## config.mk

```make
export PLATFORM = sky130hd
export DESIGN_NAME = nmea_sentence_validator_core
export DESIGN_NICKNAME = d
export VERILOG_FILES = /design/src/hw/rtl/nsv_pkg.sv /design/src/hw/rtl/nmea_sentence_validator_core.sv /design/src/hw/rtl/nsv_line_tracker.sv /design/src/hw/rtl/nsv_verdict.sv
export SDC_FILE = /design/constraint.sdc
export NUM_CORES = 1
export LEC_CHECK = 0
export ABC_AREA = 1
export BUFFER_PORTS_ARGS = -buffer_cell sky130_fd_sc_hd__buf_2
export CAP_MARGIN = 25
export CORE_MARGIN = 2
export CORE_UTILIZATION = 55
export CTS_CLUSTER_SIZE = 12
export DETAILED_ROUTE_END_ITERATION = 10
export HOLD_SLACK_MARGIN = 0.03
export PLACE_DENSITY = 0.73
export SYNTH_ARGS = -nofsm -noshare
export SYNTH_HDL_FRONTEND = slang
export SYNTH_SLANG_ARGS = --single-unit
export TNS_END_PERCENT = 20
```

## constraint.sdc

```tcl
create_clock -name clock -period 7.8 [get_ports clock]
set_input_delay 0.78 -clock clock [delete_from_list [all_inputs] [get_ports clock]]
set_output_delay 0.78 -clock clock [all_outputs]
set_load 0.02 [all_outputs]
```

## src/hw/rtl/nsv_pkg.sv

```systemverilog
package nsv_pkg;

   // Line buffer size in bytes; a byte that would fill the last slot drops the line.
   localparam int unsigned LineBufferBytes = 256;
   localparam logic [8:0] LineLimit = 9'(LineBufferBytes);

   localparam logic [7:0] MinLineBytes   = 8'd6;
   localparam logic [7:0] MaxLineBytes   = 8'd160;
   localparam logic [2:0] HeaderBytes    = 3'd6;
   localparam logic [2:0] HeaderSatLimit = 3'd7;

   localparam logic [7:0] CharCr     = 8'h0D;
   localparam logic [7:0] CharLf     = 8'h0A;
   localparam logic [7:0] CharDollar = 8'h24;
   localparam logic [7:0] CharStar   = 8'h2A;
   localparam logic [7:0] CharComma  = 8'h2C;

   localparam logic [23:0] TypeGga = 24'h474741;
   localparam logic [23:0] TypeRmc = 24'h524D43;
   localparam logic [23:0] TypeGsv = 24'h475356;

   localparam logic [15:0] TalkGp = 16'h4750;
   localparam logic [15:0] TalkGl = 16'h474C;
   localparam logic [15:0] TalkGa = 16'h4741;
   localparam logic [15:0] TalkBd = 16'h4244;
   localparam logic [15:0] TalkGn = 16'h474E;

   typedef enum logic [2:0] {
      VERDICT_GGA          = 3'd0,
      VERDICT_RMC          = 3'd1,
      VERDICT_GSV          = 3'd2,
      VERDICT_OTHER        = 3'd3,
      VERDICT_SHORT        = 3'd4,
      VERDICT_BAD_SUM      = 3'd5,
      VERDICT_TOO_LONG     = 3'd6,
      VERDICT_SHORT_HEADER = 3'd7
   } verdict_type;

   typedef enum logic [2:0] {
      TALKER_GP      = 3'd0,
      TALKER_GL      = 3'd1,
      TALKER_GA      = 3'd2,
      TALKER_BD      = 3'd3,
      TALKER_GN      = 3'd4,
      TALKER_UNKNOWN = 3'd5
   } talker_type;

   typedef struct packed {
      logic [7:0]  byte_count;
      logic        starts_with_dollar;
      logic [7:0]  running_xor;
      logic        star_found;
      logic [7:0]  star_index;
      logic [7:0]  expected_sum;
      logic        hex_invalid;
      logic [2:0]  header_length;
      logic        header_closed;
      logic [15:0] talker_chars;
      logic [23:0] type_chars;
   } line_state_type;

   // Bit 4 flags a hex digit, bits 3:0 carry its value.
   function automatic logic [4:0] hex_digit(input logic [7:0] c);
      logic [4:0] r;
      r = 5'd0;
      if (c inside {[8'h30:8'h39]}) begin
         r = {1'b1, 4'(c - 8'h30)};
      end else if (c inside {[8'h41:8'h46]}) begin
         r = {1'b1, 4'(c - 8'h37)};
      end else if (c inside {[8'h61:8'h66]}) begin
         r = {1'b1, 4'(c - 8'h57)};
      end
      return r;
   endfunction

endpackage

```

## src/hw/rtl/nmea_sentence_validator_core.sv

```systemverilog
// Pipeline: a byte is registered on acceptance; a line terminator's result is loaded
// into the result register when the terminator advances out of the input register,
// which raises rsp_valid; the result is held there until the consumer takes it.
// Throughput: one byte per cycle; the only stall is a terminator waiting on a full
// result register that the consumer has not drained.
// Reset (synchronous, active high) empties both registers and clears the line state.
module nmea_sentence_validator_core (
   input  logic       clock,
   input  logic       reset,
   input  logic       req_valid,
   output logic       req_ready,
   input  logic [7:0] req_data_byte,
   output logic       rsp_valid,
   input  logic       rsp_ready,
   output logic [2:0] rsp_verdict,
   output logic [2:0] rsp_talker_slot,
   output logic [7:0] rsp_computed_checksum,
   output logic [7:0] rsp_line_length
);

   // Input register: holds one received byte until the line tracker takes it.
   logic       in_valid_ff;
   logic       in_valid_in;
   logic [7:0] in_byte_ff;

   // Result register.
   logic       out_valid_ff;
   logic       out_valid_in;
   logic [2:0] out_verdict_ff;
   logic [2:0] out_talker_ff;
   logic [7:0] out_sum_ff;
   logic [7:0] out_len_ff;

   nsv_pkg::line_state_type line_state;
   nsv_pkg::verdict_type    verdict;
   nsv_pkg::talker_type     talker_slot;

   logic is_term;
   logic emit;
   logic out_free;
   logic advance;

   // Line state update for the registered byte.
   nsv_line_tracker u_tracker (
      .clock      (clock),
      .reset      (reset),
      .step       (advance),
      .data_byte  (in_byte_ff),
      .line_state (line_state)
   );

   // Classify the line as it stands before the terminator clears it.
   nsv_verdict u_verdict (
      .line_state  (line_state),
      .verdict     (verdict),
      .talker_slot (talker_slot)
   );

   always_comb begin
      is_term  = (in_byte_ff == nsv_pkg::CharCr) || (in_byte_ff == nsv_pkg::CharLf);
      // Only a terminator that closes a non-empty line produces a result.
      emit     = in_valid_ff && is_term && (line_state.byte_count != 8'd0);
      out_free = !out_valid_ff || rsp_ready;
      // Advance the registered byte unless its result has nowhere to go.
      advance  = in_valid_ff && (!emit || out_free);
      req_ready = !in_valid_ff || advance;

      in_valid_in  = req_valid ? 1'b1 : (in_valid_ff && !advance);
      out_valid_in = (emit && advance) ? 1'b1 : (out_valid_ff && !rsp_ready);
   end

   always_ff @(posedge clock) begin
      if (reset) begin
         in_valid_ff  <= 1'b0;
         out_valid_ff <= 1'b0;
      end else begin
         if (req_ready) begin
            in_valid_ff <= in_valid_in;
         end
         out_valid_ff <= out_valid_in;
      end
   end

   // Payload registers: load on acceptance, hold otherwise.
   always_ff @(posedge clock) begin
      if (req_valid && req_ready) begin
         in_byte_ff <= req_data_byte;
      end
      if (emit && advance) begin
         out_verdict_ff <= verdict;
         out_talker_ff  <= talker_slot;
         out_sum_ff     <= line_state.running_xor;
         out_len_ff     <= line_state.byte_count;
      end
   end

   assign rsp_valid             = out_valid_ff;
   assign rsp_verdict           = out_verdict_ff;
   assign rsp_talker_slot       = out_talker_ff;
   assign rsp_computed_checksum = out_sum_ff;
   assign rsp_line_length       = out_len_ff;

   // A reported line is never empty.
   assert property (@(posedge clock) disable iff (reset)
      rsp_valid |-> rsp_line_length != 8'd0)
      else $error("empty line reported");

   // A valid sentence verdict implies at least the minimum length.
   assert property (@(posedge clock) disable iff (reset)
      (rsp_valid && rsp_verdict <= 3'(nsv_pkg::VERDICT_OTHER))
         |-> rsp_line_length >= nsv_pkg::MinLineBytes)
      else $error("valid verdict on short line");

   // Too-long verdict only for lines at or past the limit.
   assert property (@(posedge clock) disable iff (reset)
      (rsp_valid && rsp_verdict == 3'(nsv_pkg::VERDICT_TOO_LONG))
         |-> rsp_line_length >= nsv_pkg::MaxLineBytes)
      else $error("too-long verdict on short line");

   // Consuming a terminator leaves the line state empty.
   assert property (@(posedge clock) disable iff (reset)
      (advance && is_term) |=> line_state.byte_count == 8'd0)
      else $error("line state not cleared after terminator");

endmodule

```

## src/hw/rtl/nsv_line_tracker.sv

```systemverilog
module nsv_line_tracker (
   input  logic                    clock,
   input  logic                    reset,
   input  logic                    step,
   input  logic [7:0]              data_byte,
   output nsv_pkg::line_state_type line_state
);

   nsv_pkg::line_state_type state_ff;
   nsv_pkg::line_state_type state_in;

   logic       is_term;
   logic       overflow;
   logic [8:0] pos9;
   logic [8:0] star_p1;
   logic [8:0] star_p2;
   logic [4:0] hex;

   assign line_state = state_ff;

   always_comb begin
      is_term  = (data_byte == nsv_pkg::CharCr) || (data_byte == nsv_pkg::CharLf);
      pos9     = {1'b0, state_ff.byte_count};
      overflow = (pos9 + 9'd1) >= nsv_pkg::LineLimit;
      star_p1  = {1'b0, state_ff.star_index} + 9'd1;
      star_p2  = {1'b0, state_ff.star_index} + 9'd2;
      hex      = nsv_pkg::hex_digit(data_byte);
      state_in = state_ff;

      if (is_term || overflow) begin
         // End or drop the line: clear everything.
         state_in = '0;
      end else begin
         if (state_ff.byte_count == 8'd0) begin
            state_in.starts_with_dollar = (data_byte == nsv_pkg::CharDollar);
         end
         if (state_ff.byte_count == 8'd1 || state_ff.byte_count == 8'd2) begin
            state_in.talker_chars = {state_ff.talker_chars[7:0], data_byte};
         end
         if (state_ff.byte_count >= 8'd3 && state_ff.byte_count <= 8'd5) begin
            state_in.type_chars = {state_ff.type_chars[15:0], data_byte};
         end

         if (!state_ff.header_closed) begin
            if (data_byte == nsv_pkg::CharComma || data_byte == nsv_pkg::CharStar) begin
               state_in.header_closed = 1'b1;
            end else if (state_ff.header_length < nsv_pkg::HeaderSatLimit) begin
               state_in.header_length = state_ff.header_length + 3'd1;
            end
         end

         if (state_ff.star_found) begin
            if (pos9 == star_p1 || pos9 == star_p2) begin
               if (!hex[4]) begin
                  state_in.hex_invalid = 1'b1;
               end else begin
                  state_in.expected_sum = {state_ff.expected_sum[3:0], hex[3:0]};
               end
            end
         end else if (data_byte == nsv_pkg::CharStar) begin
            state_in.star_found = 1'b1;
            state_in.star_index = state_ff.byte_count;
         end else if (state_ff.byte_count != 8'd0) begin
            state_in.running_xor = state_ff.running_xor ^ data_byte;
         end

         state_in.byte_count = state_ff.byte_count + 8'd1;
      end
   end

   always_ff @(posedge clock) begin
      if (reset) begin
         state_ff <= '0;
      end else if (step) begin
         state_ff <= state_in;
      end
   end

endmodule

```

## src/hw/rtl/nsv_verdict.sv

```systemverilog
module nsv_verdict (
   input  nsv_pkg::line_state_type line_state,
   output nsv_pkg::verdict_type    verdict,
   output nsv_pkg::talker_type     talker_slot
);

   logic       sum_ok;
   logic [9:0] star_p3;

   always_comb begin
      star_p3 = {2'b00, line_state.star_index} + 10'd3;
      sum_ok  = line_state.star_found && (line_state.star_index != 8'd0) &&
                ({2'b00, line_state.byte_count} >= star_p3) &&
                !line_state.hex_invalid &&
                (line_state.expected_sum == line_state.running_xor);

      if (line_state.byte_count < nsv_pkg::MinLineBytes || !line_state.starts_with_dollar) begin
         verdict = nsv_pkg::VERDICT_SHORT;
      end else if (!sum_ok) begin
         verdict = nsv_pkg::VERDICT_BAD_SUM;
      end else if (line_state.byte_count >= nsv_pkg::MaxLineBytes) begin
         verdict = nsv_pkg::VERDICT_TOO_LONG;
      end else if (line_state.header_length < nsv_pkg::HeaderBytes) begin
         verdict = nsv_pkg::VERDICT_SHORT_HEADER;
      end else if (line_state.header_length == nsv_pkg::HeaderBytes &&
                   line_state.type_chars == nsv_pkg::TypeGga) begin
         verdict = nsv_pkg::VERDICT_GGA;
      end else if (line_state.header_length == nsv_pkg::HeaderBytes &&
                   line_state.type_chars == nsv_pkg::TypeRmc) begin
         verdict = nsv_pkg::VERDICT_RMC;
      end else if (line_state.header_length == nsv_pkg::HeaderBytes &&
                   line_state.type_chars == nsv_pkg::TypeGsv) begin
         verdict = nsv_pkg::VERDICT_GSV;
      end else begin
         verdict = nsv_pkg::VERDICT_OTHER;
      end

      case (line_state.talker_chars)
         nsv_pkg::TalkGp: talker_slot = nsv_pkg::TALKER_GP;
         nsv_pkg::TalkGl: talker_slot = nsv_pkg::TALKER_GL;
         nsv_pkg::TalkGa: talker_slot = nsv_pkg::TALKER_GA;
         nsv_pkg::TalkBd: talker_slot = nsv_pkg::TALKER_BD;
         nsv_pkg::TalkGn: talker_slot = nsv_pkg::TALKER_GN;
         default:         talker_slot = nsv_pkg::TALKER_UNKNOWN;
      endcase
   end

endmodule
```

=== Yosys cells after proc, flatten, opt, wreduce, memory -nomap -nowiden ===
Cells that the tools add are included.

* Flip-flop bits (word level): 111
* Output and inout bits: 24
* Input bits: 12
* Word-level logic and storage cells: 153

* Order comparisons: 14
* Eq/ne operators: 24
* Reductions and logical operators: 56
* Bitwise gates (word level): 2
* Mux-type cells: 28
* Add/subtract/negate cells: 9

{| class="wikitable"
|+ Operator list
! operator !! count
|-
| $eq A16 B15 Y1 const B || 5
|-
| $mux W79 || 1
|-
| $eq A24 B23 Y1 const B || 3
|-
| $mux W9 || 3
|-
| $eq A8 B6 Y1 const B || 3
|-
| $mux W24 || 1
|-
| $mux W8 || 3
|-
| $add A8 B1 Y9 const B || 2
|-
| $add A8 B2 Y9 const B || 2
|-
| $eq A8 B9 Y1 || 2
|-
| $logic_and A1 B1 Y1 || 18
|-
| $reduce_bool A2 Y1 || 9
|-
| $mux W17 || 1
|-
| $eq A8 B4 Y1 const B || 2
|-
| $ge A8 B7 Y1 const B || 2
|-
| $le A8 B7 Y1 const B || 2
|-
| $mux W16 || 1
|-
| $reduce_and A4 Y1 || 4
|-
| $reduce_bool A8 Y1 || 2
|-
| $mux W5 || 3
|-
| $pmux W3 S5 || 1
|-
| $mux W3 || 4
|-
| $ge A8 B10 Y1 || 1
|-
| $ge A9 B9 Y1 const B || 1
|-
| 29 further kinds || 57
|}

=== Logic depth before layout (Yosys ltp) ===
Gate-level depths: netlist of run 1.

* Depth after elaboration: 10
* Depth in mapped cells: 18
* Depth with buffers taken out: 18

=== By module ===
A second synthesis of run 1 with hierarchy kept.

* Cell total of the unflattened synthesis: 850
* Area, all modules: 6174.7 um^2

{| class="wikitable"
|+ Modules (own cells, without submodules)
! module !! area each (um^2) !! cells each !! instances
|-
| nsv_line_tracker || 4065.1 || 581 || 1
|-
| nmea_sentence_validator_core || 1124.8 || 72 || 1
|-
| nsv_verdict || 984.7 || 197 || 1
|}

=== Worst setup path before layout of run 1 ===
Ideal clock, no wire load.

* Kind: flip-flop to flip-flop
* Start point: register in_byte_ff[0]
* End point: register out_sum_ff[0], in the netlist rsp_computed_checksum[0], enable pin
* Cell stages (with the launch flop): 9
* Library setup time: 0.401 ns
* Data arrival time: 2.190 ns
* Clock period less this slack: 2.590 ns
* Path buffers: 0
* Path slack: 5.210 ns
* Cell sequence: edfxtp_1 -> inv_1 -> ha_1 -> nand2_1 -> nor2_1 -> inv_2 -> o21ai_2 -> nand4_2 -> nor2_1

* Longest elaborated chain between the ends: 8
* Elaborated cells between the ends (all ways): 9
* Those cells by class: 2 x eq/ne; 7 x reduce/logical

{| class="wikitable"
|+ Ends and longest elaborated chain
! item !! line !! text
|-
| from (decl) || nmea_sentence_validator_core.sv:24 || <nowiki>logic [7:0] in_byte_ff;</nowiki>
|-
| from (signal assigned) || nmea_sentence_validator_core.sv:87 || <nowiki>in_byte_ff <= req_data_byte;</nowiki>
|-
| $eq A8 B4 Y1 || nmea_sentence_validator_core.sv:60 || <nowiki>is_term = (in_byte_ff == nsv_pkg::CharCr) || (in_byte_ff == nsv_pkg::CharLf);</nowiki>
|-
| $logic_or A1 B1 Y1 * || nmea_sentence_validator_core.sv:60 ||
|-
| $logic_and A1 B1 Y1 * (2 in a row) || nmea_sentence_validator_core.sv:62 || <nowiki>emit = in_valid_ff && is_term && (line_state.byte_count != 8'd0);</nowiki>
|-
| $logic_not A1 Y1 || nmea_sentence_validator_core.sv:65 || <nowiki>advance = in_valid_ff && (!emit || out_free);</nowiki>
|-
| $logic_or A1 B1 Y1 || nmea_sentence_validator_core.sv:65 ||
|-
| $logic_and A1 B1 Y1 || nmea_sentence_validator_core.sv:65 ||
|-
| $logic_and A1 B1 Y1 * || nmea_sentence_validator_core.sv:89 || <nowiki>if (emit && advance) begin</nowiki>
|-
| to (signal assigned) || nmea_sentence_validator_core.sv:92 || <nowiki>out_sum_ff <= line_state.running_xor;</nowiki>
|-
| to (decl) || nmea_sentence_validator_core.sv:31 || <nowiki>logic [7:0] out_sum_ff;</nowiki>
|}

Every way passes the cells marked *; elsewhere a longest branch is shown, timed or not.
A chain may end at the register's enable or synchronous reset.

=== Worst setup path after layout of run 1 ===
* Start point: register in_byte_ff[0]
* End point: register u_tracker.state_ff, in the netlist u_tracker.line_state[39]

* Longest elaborated chain between the ends: 8
* Elaborated cells between the ends (all ways): 12
* Those cells by class: 2 x eq/ne; 1 x mux; 9 x reduce/logical

{| class="wikitable"
|+ Ends and longest elaborated chain
! item !! line !! text
|-
| $eq A8 B4 Y1 || nmea_sentence_validator_core.sv:60, nsv_line_tracker.sv:22 ||
|-
| $logic_or A1 B1 Y1 * || nmea_sentence_validator_core.sv:60, nsv_line_tracker.sv:22 ||
|-
| $logic_and A1 B1 Y1 (2 in a row) || nmea_sentence_validator_core.sv:62 ||
|-
| $logic_not A1 Y1 || nmea_sentence_validator_core.sv:65 ||
|-
| $logic_or A1 B1 Y1 || nmea_sentence_validator_core.sv:65 ||
|-
| $logic_and A1 B1 Y1 || nmea_sentence_validator_core.sv:65 ||
|-
| $reduce_and A2 Y1 (no source line) || n/a ||
|-
| to (signal assigned) || nsv_line_tracker.sv:75 || <nowiki>state_ff <= state_in;</nowiki>
|-
| to (decl) || nsv_line_tracker.sv:9 || <nowiki>nsv_pkg::line_state_type state_ff;</nowiki>
|}

Marked as above.

==> run_results.csv, run 1 <==
group,metric,value,unit
synth,synthCells,866,
synth,syn_avg_cell_area,7.41,um2
status,outcome,"complete, no violations",
clocking,cts_max_level,3,
power_and_ir_drop,power,0.00112,W
clocking,cts-root-buf,"clkbuf_16",
clocking,cts_tree,"done",
timing,setup_violations,0,
synth,yosys_warnings,0,
synth,yosysTopAreaCell,"dfxtp_1",
worst_hold_path,hp-class,"register to register",
timing,slew_violations,0,
synth,synth_edf_count,30,
clocking,cts.sinks,111,
setup_path,crit-reg2reg-launch,"in_byte_ff[0]",
clocking,hold_buffers,0,
global_route,antenna_found_initial,0,
floorplanning,ios,36,
global_route,grt_util_all_layers,0.248,
clocking,clk_latency,350,ps
floorplanning,die_w,112,um
power_and_ir_drop,ir_drop,0.141,mV
floorplanning,initial_core_util,0.562,
power_and_ir_drop,p_leak,2.76,nW
placed_design,gp_congestion,0.901,
timing,slew_headroom,0.437,
routing,drc_errors,0,
synth,syn_nets,901,
setup_path,timing.critical_path.cells,"inv_1 > ha_1 > nand2_1 > nor2_1 > inv_2 > o21ai_2 > nand2_1 > nand2_2 > inv_2 > buf_4 > nand2_2 > nand2_2 > nand2_1 > a21oi_1",
setup_path,worstPathRequired,8080,ps
timing,tightest_slew,844,ps
cells_and_area,fin_nets,907,
timing,fin_crit_sh,0.413,
timing,fin_skew,7.40,ps
global_route,grt_max_degree,79,
routing,detail-route-antenna-nets,0,
cells_and_area,fillers,1059,
placed_design,dp_hpwl,10.7,mm
floorplanning,die_h,112,um
clocking,post_cts_buffers,0,
timing,grt_setup_unrepaired,"no",
placed_design,portBuffers,35,
synth,synthTopCellsByArea,"dfxtp_1, edfxtp_1, nand2_1",
setup_path,critPathSlowestCell,"buf_4",
floorplanning,core_area,11400,um2
setup_path,start_kind,"register",
routing,wirelength,15.4,mm
clocking,cts.path.max_buffers,2,
setup_path,crit_arrival,3500,ps
clocking,cts_buffers,9,
global_route,grt_pass1_vias,5570,
setup_path,critPathKind,"register to register",
timing,finalHoldViolCount,0,
timing,max_freq,0.310,GHz
cells_and_area,area_delta_synth_final,6.22,%
floorplanning,row_count,39,
power_and_ir_drop,power_density,164,nW/um2
cells_and_area,final-seq-area,2520,um2
synth,netlist_area,6410,um2
global_route,grt_pass1_wl,26.0,mm
cells_and_area,postLayoutCoreUtil,0.597,
routing,vias,5827,
synth,synth.top_cell.area_share,0.253,
global_route,grt-ovfl-total,0,
setup_path,cp_max_fo,58,
synth,async_reset_ff_frac,0,
clocking,cts-resized-gates,0,
timing,worst_slack,4580,ps
job,maxCapViolCount,0,
routing,avgViaCountPerCell,5.71,
clocking,clk_pin_slew,80,ps
placed_design,preCtsSetupSlack,4610,ps
synth,ys_types,44,
synth,synth_commonest_cells,"nand2_1, inv_1, nor2_1",
synth,synth.most_common_cell,"nand2_1",
synth,ys_seq_area_frac,0.393,
timing,min_period,3220,ps
worst_hold_path,min_from,"u_tracker.line_state[22]",
routing,detail_route.first_pass.iterations,6,
routing,wl_per_cell,15.1,um
setup_path,path_buf_inv,4,
routing,dr.first_iter.drc_count,416,
setup_path,crit_path_start,"in_byte_ff[0]",
cells_and_area,n_antenna_cell,0,
cells_and_area,drive_above_1_share,0.104,
synth,synth_flop_cell,"dfxtp_1",
setup_path,slowest_delay,540,ps
setup_path,path_delay_family,"simple AND/OR/NAND/NOR gates",
synth,synth-seq-cells,111,
setup_path,end_kind,"register",
cells_and_area,multiInputGateArea,3250,um2
timing,tns,0,ps
floorplanning,design.die.area,12500,um2
[cell type report]
class	count	share of cell area
Clock buffer	9	0.0331
Clock inverter	7	0.00937
Inverter	100	0.0551
Multi-Input combinational cell	612	0.477
Sequential cell	111	0.370
Tap cell	143	0.0263
Timing Repair Buffer	38	0.0290
[per-stage QoR]
step | cell area (um2) | hold slack (ps) | instances
2_1_floorplan | 6410 | 431 | 866
3_3_place_gp | 6520 | 448 | 1004
3_5_place_dp | 6520 | 458 | 1004
4_1_cts | 6810 | 470 | 1020
5_1_grt | 6810 | 494 | 1020
6_report | 6810 | 469 | 1020
[cells in the final DEF, fill, tap and decap left out, types with 4 or more instances in the layout]
cell type	instances
nand2_2	7
nand4_1	70
nor2_2	6
inv_2	7
a21oi_1	77
o21ai_0	19
clkbuf_16	9
xnor2_1	7
dfxtp_1	81
nor3_1	17
edfxtp_1	30
nor2_1	83
or2_2	4
buf_2	35
nand3_1	44
ha_1	23
nand2_1	194
inv_1	92
xor2_1	21
nor4_1	10
[cell families after synthesis]
logic type                 Yosys count  synth area share
AOI/OAI and AO/OA                  110            0.0948
xor gates and xnor gates            28            0.0382
DFF                                111             0.393
adders and majority gates           23            0.0449
and+or+nand+nor                    451             0.328
buffers and inverters              143             0.100
[report_power, final]
part,internal (W),leakage [nW],switching (W)
Combinational,0.0000200,1.68,0.0000457
Clock,0.000224,0.141,0.000219
Sequential,0.000596,0.934,0.0000122
Total,0.000840,2.76,0.000277
[tightest hold or removal path, stage by stage (launching register included)]
cell     delay [ps]
dfxtp_1         310
nand2_1          60
a21oi_1          50
[final timing paths]
| kind | slack, ps | to | cells past startpoint |
|---|---|---|---|
| max | 4580 | u_tracker.line_state[39] | 14 |
| min | 470 | u_tracker.line_state[22] | 2 |
| max reg2reg | 4580 | u_tracker.line_state[39] | 14 |
| min reg2reg | 470 | u_tracker.line_state[22] | 2 |
[flip-flops by register name (all words and copies together) (netlist names)]
signal,flops
in_byte_ff,8
rsp_valid,1
rsp_verdict,3
rsp_computed_checksum,8
rsp_talker_slot,3
in_valid_ff,1
rsp_line_length,8
u_tracker.line_state,79
[metal layers]
layer	vias to the layer above	wire length [um]	global-route usage	share of wire
met5	-	0	0	0
met4	0	257	0.0748	0.017
met3	27	934	0.0430	0.061
met2	192	7310	0.410	0.47
met1	2705	6920	0.336	0.45
li1	2903	-	-	-
Note: power is estimated with default switching activity, not from simulation.
==> inputs of run 2 (changes only) <==
==> constraint.sdc (replaced) <==
create_clock -name clock -period 3.1 [get_ports clock]
set_input_delay 0.31 -clock clock [delete_from_list [all_inputs] [get_ports clock]]
set_output_delay 0.31 -clock clock [all_outputs]
set_load 0.02 [all_outputs]
==> run 2 against run 1 <==
Flip-flop and latch count is the same. Via count shrank 0.12%. Clock-buffer cell count grew 1. Clock skew grew 7.4 ps. Global-route usage grew 0.15 points.
==> run_results.csv, run 2 (synthesis results as in run 1) <==
group,metric,value,unit
floorplanning,die_w,112,um
clocking,cts.path.max_buffers,2,
routing,avgViaCountPerCell,5.66,
setup_path,crit-reg2reg-launch,"in_byte_ff[0]",
cells_and_area,fin_nets,915,
floorplanning,row_count,39,
setup_path,regToRegEndpoint,"u_tracker.line_state[10]",
floorplanning,die_h,112,um
routing,detail-route-antenna-nets,0,
cells_and_area,layout_commonest_cell,"nand2_1",
global_route,grt_max_degree,62,
timing,holdWs,125,ps
worst_hold_path,min_from,"req_data_byte[1]",
placed_design,dp.cells,1012,
routing,wirelength,15.5,mm
global_route,antenna_found_initial,0,
timing,fin_crit_sh,0.908,
clocking,hold_buffers,0,
timing,min_period,2810,ps
power_and_ir_drop,ir_drop,0.268,mV
clocking,cts-root-buf,"clkbuf_16",
timing,fin_skew,14.8,ps
placed_design,dp_hpwl,10.9,mm
clocking,post_cts_buffers,0,
floorplanning,initial_core_util,0.562,
clocking,cts_max_level,3,
worst_hold_path,hp-class,"primary input to register",
status,outcome,"complete, no violations",
global_route,grt_pass1_wl,25.9,mm
cells_and_area,drive_above_1_share,0.112,
setup_path,critPathKind,"register to register",
cells_and_area,final_cell_mix,"nand2_1, inv_1, nor2_1, dfxtp_1, a21oi_1",
cells_and_area,design_area,6880,um2
clocking,clk_latency,360,ps
cells_and_area,final_cells,1028,
setup_path,critPathSlowestCell,"o21a_4",
cells_and_area,n_antenna_cell,0,
setup_path,slowest_delay,580,ps
timing,grt_setup_unrepaired,"no",
floorplanning,design.die.area,12500,um2
global_route,grt-ovfl-total,0,
power_and_ir_drop,power_density,415,nW/um2
setup_path,rrSetupSlack,290,ps
timing,max_freq,0.355,GHz
clocking,clk_pin_slew,70,ps
clocking,cts_tree,"done",
timing,tns,0,ps
setup_path,crit_arrival,3020,ps
clocking,cts_buffers,9,
timing,finalHoldViolCount,0,
routing,wl_per_cell,15.1,um
placed_design,portBuffers,35,
routing,vias,5820,
worst_hold_path,min_to,"in_byte_ff[1]",
timing,slew_violations,0,
cells_and_area,area_delta_synth_final,7.30,%
setup_path,cp_max_fo,61,
placed_design,gp_congestion,0.945,
routing,drc_errors,0,
setup_path,r2r_cells,11,
job,maxCapViolCount,0,
setup_path,end_kind,"register",
timing,tightest_slew,779,ps
floorplanning,ios,36,
clocking,cts-resized-gates,0,
timing,slew_headroom,0.476,
timing,setup_violations,0,
power_and_ir_drop,p_leak,2.81,nW
setup_path,crit_path_frequent_cell,"nand2_1",
floorplanning,core_area,11400,um2
setup_path,start_kind,"register",
placed_design,postPlaceCellArea,6580,um2
clocking,cts.sinks,111,
setup_path,worstPathRequired,3310,ps
global_route,grt_util_all_layers,0.250,
routing,detail_route.first_pass.iterations,6,
cells_and_area,largest_reg_flops,79,
setup_path,timing.critical_path.cells,"inv_1 > ha_1 > nand2_1 > nor2_1 > inv_2 > o21ai_2 > nand4_2 > o21a_4 > nand2_2 > nand2_1 > a21oi_1",
routing,dr.first_iter.drc_count,469,
worst_hold_path,min_path_cells,1,
global_route,grt_pass1_vias,5465,
## run 2: cell count changes in the layout (fill, tap and decap cells not counted)
cell,before,now
inv_6,0,3
buf_4,3,11
inv_8,3,1
clkbuf_16,9,10
clkinv_4,2,0
clkinvlp_4,1,0
clkinv_2,1,2
## run 2: final cells by class
class	count	area [um2]
tap	143	179
timing repair buffer	46	258
clock inverter	6	47.5
inverter	100	375
multi-input combinational	612	3250
sequential	111	2520
fill	1070	4540
clock buffer	10	250
## run 2: metal layers
metal	part of all wire	wire, um	track usage
met1	0.45	6950	0.341
met2	0.47	7230	0.408
met3	0.062	954	0.0397
met4	0.022	333	0.0854
met5	0	0	0
## run 2: worst max-delay path, delay by kind of cell (launching register included)
| kind | cells | cell delay, ps |
|---|---|---|
| AO/OA/AOI/OAI | 3 | 740 |
| flip-flops | 1 | 520 |
| AND/OR/NAND/NOR | 5 | 890 |
| buffers and inverters | 2 | 260 |
| adder cells (fa/ha/maj) | 1 | 250 |
## run 2: power by group
part           leakage (nW)  internal (W)  switching [W]
logic                  1.72     0.0000518       0.000117
registers             0.934       0.00150      0.0000292
clock network         0.151      0.000606       0.000550
total                  2.81       0.00216       0.000697
## run 2: worst max path at each step
stage / slack (ps) / cells after the start / to / start
2_1_floorplan: 510 / 8 / rsp_computed_checksum[0] / in_byte_ff[0]
3_3_place_gp: 420 / 13 / rsp_verdict[0] / u_tracker.line_state[55]
3_5_place_dp: 360 / 11 / u_tracker.line_state[3] / in_byte_ff[0]
4_1_cts: 320 / 11 / u_tracker.line_state[10] / in_byte_ff[0]
5_1_grt: 70 / 11 / u_tracker.line_state[16] / in_byte_ff[0]
6_report: 290 / 11 / u_tracker.line_state[10] / in_byte_ff[0]
## run 2: stage by stage
| stage | setup slack [ps] | power (W) | utilization |
|---|---|---|---|
| global placement | 415 | 0.00172 | 0.577 |
| CTS | 318 | 0.00287 | 0.603 |
| detailed placement | 364 | 0.00173 | 0.577 |
| floorplan | 510 | 0.00169 | - |
| global route | 67.1 | 0.00294 | 0.603 |
| finish | 286 | 0.00285 | 0.603 |
==> inputs of run 3 (changes only) <==
--- a/config.mk
+++ b/config.mk
@@ -9,11 +9,10 @@
 export BUFFER_PORTS_ARGS = -buffer_cell sky130_fd_sc_hd__buf_2
 export CAP_MARGIN = 25
 export CORE_MARGIN = 2
-export CORE_UTILIZATION = 55
+export CORE_UTILIZATION = 40
 export CTS_CLUSTER_SIZE = 12
 export DETAILED_ROUTE_END_ITERATION = 10
 export HOLD_SLACK_MARGIN = 0.03
-export PLACE_DENSITY = 0.73
 export SYNTH_ARGS = -nofsm -noshare
 export SYNTH_HDL_FRONTEND = slang
 export SYNTH_SLANG_ARGS = --single-unit
==> run 3 against run 2 <==
Flip-flop and latch count did not move. Largest cell class unchanged. Cell count grew 7.6%. Clock skew shrank 3.1 ps. Global-route usage decreased by 5.4 points. Routed wire length is 2.3% higher. Combinational power is 4% higher. Critical path depth increased by 2. Register-to-register slack improved by 200 ps. Clock-buffer cell count grew 2. Worst hold slack lost 5.4 ps.
==> run_results.csv, run 3 (synthesis results as in run 1) <==
group,metric,value,unit
status,outcome,"complete, no violations",
setup_path,slowest_delay,500,ps
setup_path,crit_path_frequent_cell,"nand2_1",
power_and_ir_drop,seq_power_share,0.506,
clocking,cts.sinks,111,
job,maxCapViolCount,0,
timing,worst_slack,489,ps
timing,grt_setup_unrepaired,"no",
cells_and_area,final_cells,1106,
timing,slew_violations,0,
timing,setup_violations,0,
clocking,cts-root-buf,"clkbuf_16",
setup_path,path_delay_family,"simple AND/OR/NAND/NOR gates",
power_and_ir_drop,intPower,0.00234,W
setup_path,timing.critical_path.cells,"ha_1 > inv_1 > nand2_1 > nand2_1 > xor2_1 > ha_1 > nand2_1 > o21ai_0 > nand3_1 > o2111ai_1 > nand4_1 > nor2_1 > nor2_1",
clocking,post_cts_buffers,0,
power_and_ir_drop,power_density,427,nW/um2
global_route,grt_pass1_wl,26.3,mm
routing,avgViaCountPerCell,5.07,
routing,dr.first_iter.drc_count,464,
timing,finalHoldViolCount,0,
timing,slew_headroom,0.493,
routing,wl_per_cell,14.3,um
cells_and_area,area_delta_synth_final,10.0,%
clocking,cts_tree,"done",
worst_hold_path,hp-class,"primary input to register",
routing,detail_route.first_pass.iterations,5,
setup_path,start_kind,"register",
floorplanning,die_h,131,um
routing,detail-route-antenna-nets,0,
timing,tightest_slew,754,ps
global_route,grt_util_all_layers,0.196,
placed_design,portBuffers,35,
clocking,clk_latency,360,ps
clocking,cts_max_level,3,
floorplanning,initial_core_util,0.407,
routing,drc_errors,0,
placed_design,dp.cells,1090,
cells_and_area,final-seq-area,2520,um2
cells_and_area,drive_above_1_share,0.116,
clocking,hold_buffers,0,
setup_path,critPathKind,"register to register",
routing,vias,5611,
power_and_ir_drop,switching_share,0.225,
global_route,grt-ovfl-total,0,
setup_path,worstPathRequired,3210,ps
clocking,cts.path.max_buffers,2,
cells_and_area,final_cell_mix,"nand2_1, inv_1, nor2_1, dfxtp_1, a21oi_1",
power_and_ir_drop,p_leak,2.85,nW
power_and_ir_drop,ir_drop,0.332,mV
clocking,clk_pin_slew,70,ps
placed_design,preCtsSetupSlack,499,ps
timing,min_period,2610,ps
power_and_ir_drop,combPwrFrac,0.058,
global_route,grt_max_degree,64,
timing,holdWs,120,ps
cells_and_area,multiInputGateArea,3250,um2
floorplanning,core_area,15800,um2
floorplanning,design.die.area,17100,um2
cells_and_area,fillers,1688,
setup_path,crit_arrival,2720,ps
global_route,grt_pass1_vias,5206,
power_and_ir_drop,p_sw,0.000678,W
floorplanning,ios,36,
timing,fin_skew,11.7,ps
setup_path,end_kind,"register",
setup_path,cp_max_fo,8,
cells_and_area,n_antenna_cell,0,
setup_path,path_buf_inv,1,
clocking,cts_buffers,9,
setup_path,critPathSlowestCell,"dfxtp_1",
placed_design,dp_hpwl,11.2,mm
cells_and_area,layout_commonest_cell,"nand2_1",
floorplanning,row_count,46,
routing,wirelength,15.8,mm
timing,tns,0,ps
placed_design,gp_congestion,0.886,
clocking,cts-resized-gates,0,
timing,max_freq,0.383,GHz
power_and_ir_drop,power_frac_clock,0.436,
cells_and_area,largest_reg_flops,79,
global_route,antenna_found_initial,0,
timing,fin_crit_sh,0.842,
floorplanning,die_w,131,um
cells_and_area,fin_nets,920,
==> run 3: worst paths after layout <==
kind	depth (start not counted)	slack [ps]	end	startpoint
worst max-delay path	13	490	rsp_verdict[0]	u_tracker.line_state[55]
worst min-delay path	1	120	in_byte_ff[6]	req_data_byte[6]
worst min register to register	2	460	u_tracker.line_state[39]	u_tracker.line_state[39]
worst max register to register	13	490	rsp_verdict[0]	u_tracker.line_state[55]
==> run 3: area by class of cell <==
cell class	count	area share
Clock buffer	12	0.0380
Timing Repair Buffer	51	0.0419
Clock inverter	4	0.0106
Inverter	100	0.0532
Tap cell	216	0.0383
Sequential cell	111	0.358
Multi-Input combinational cell	612	0.461
==> run 3: layer usage <==
layer / vias up / track usage / wire (um)
li1: 2922 / - / -
met1: 2575 / 0.274 / 7950
met2: 101 / 0.317 / 7140
met3: 13 / 0.0354 / 579
met4: 0 / 0.0419 / 159
met5: - / 0 / 0
==> run 3: metrics by stage <==
stage,utilization,instance area (um2),power (W)
after floorplan,-,6410,0.00169
after global placement,0.426,6710,0.00173
after detailed placement,0.426,6710,0.00173
after CTS,0.447,7060,0.00304
after global routing,0.447,7060,0.00313
final,0.447,7060,0.00301
==> run 3: power groups by stage <==
stage | sequential [W] | combinational [W] | clock [W]
2_1_floorplan | 0.00155 | 0.000140 | 0
3_3_place_gp | 0.00156 | 0.000174 | 0
3_5_place_dp | 0.00156 | 0.000174 | 0
4_1_cts | 0.00152 | 0.000175 | 0.00134
5_1_grt | 0.00153 | 0.000198 | 0.00140
6_report | 0.00153 | 0.000175 | 0.00131
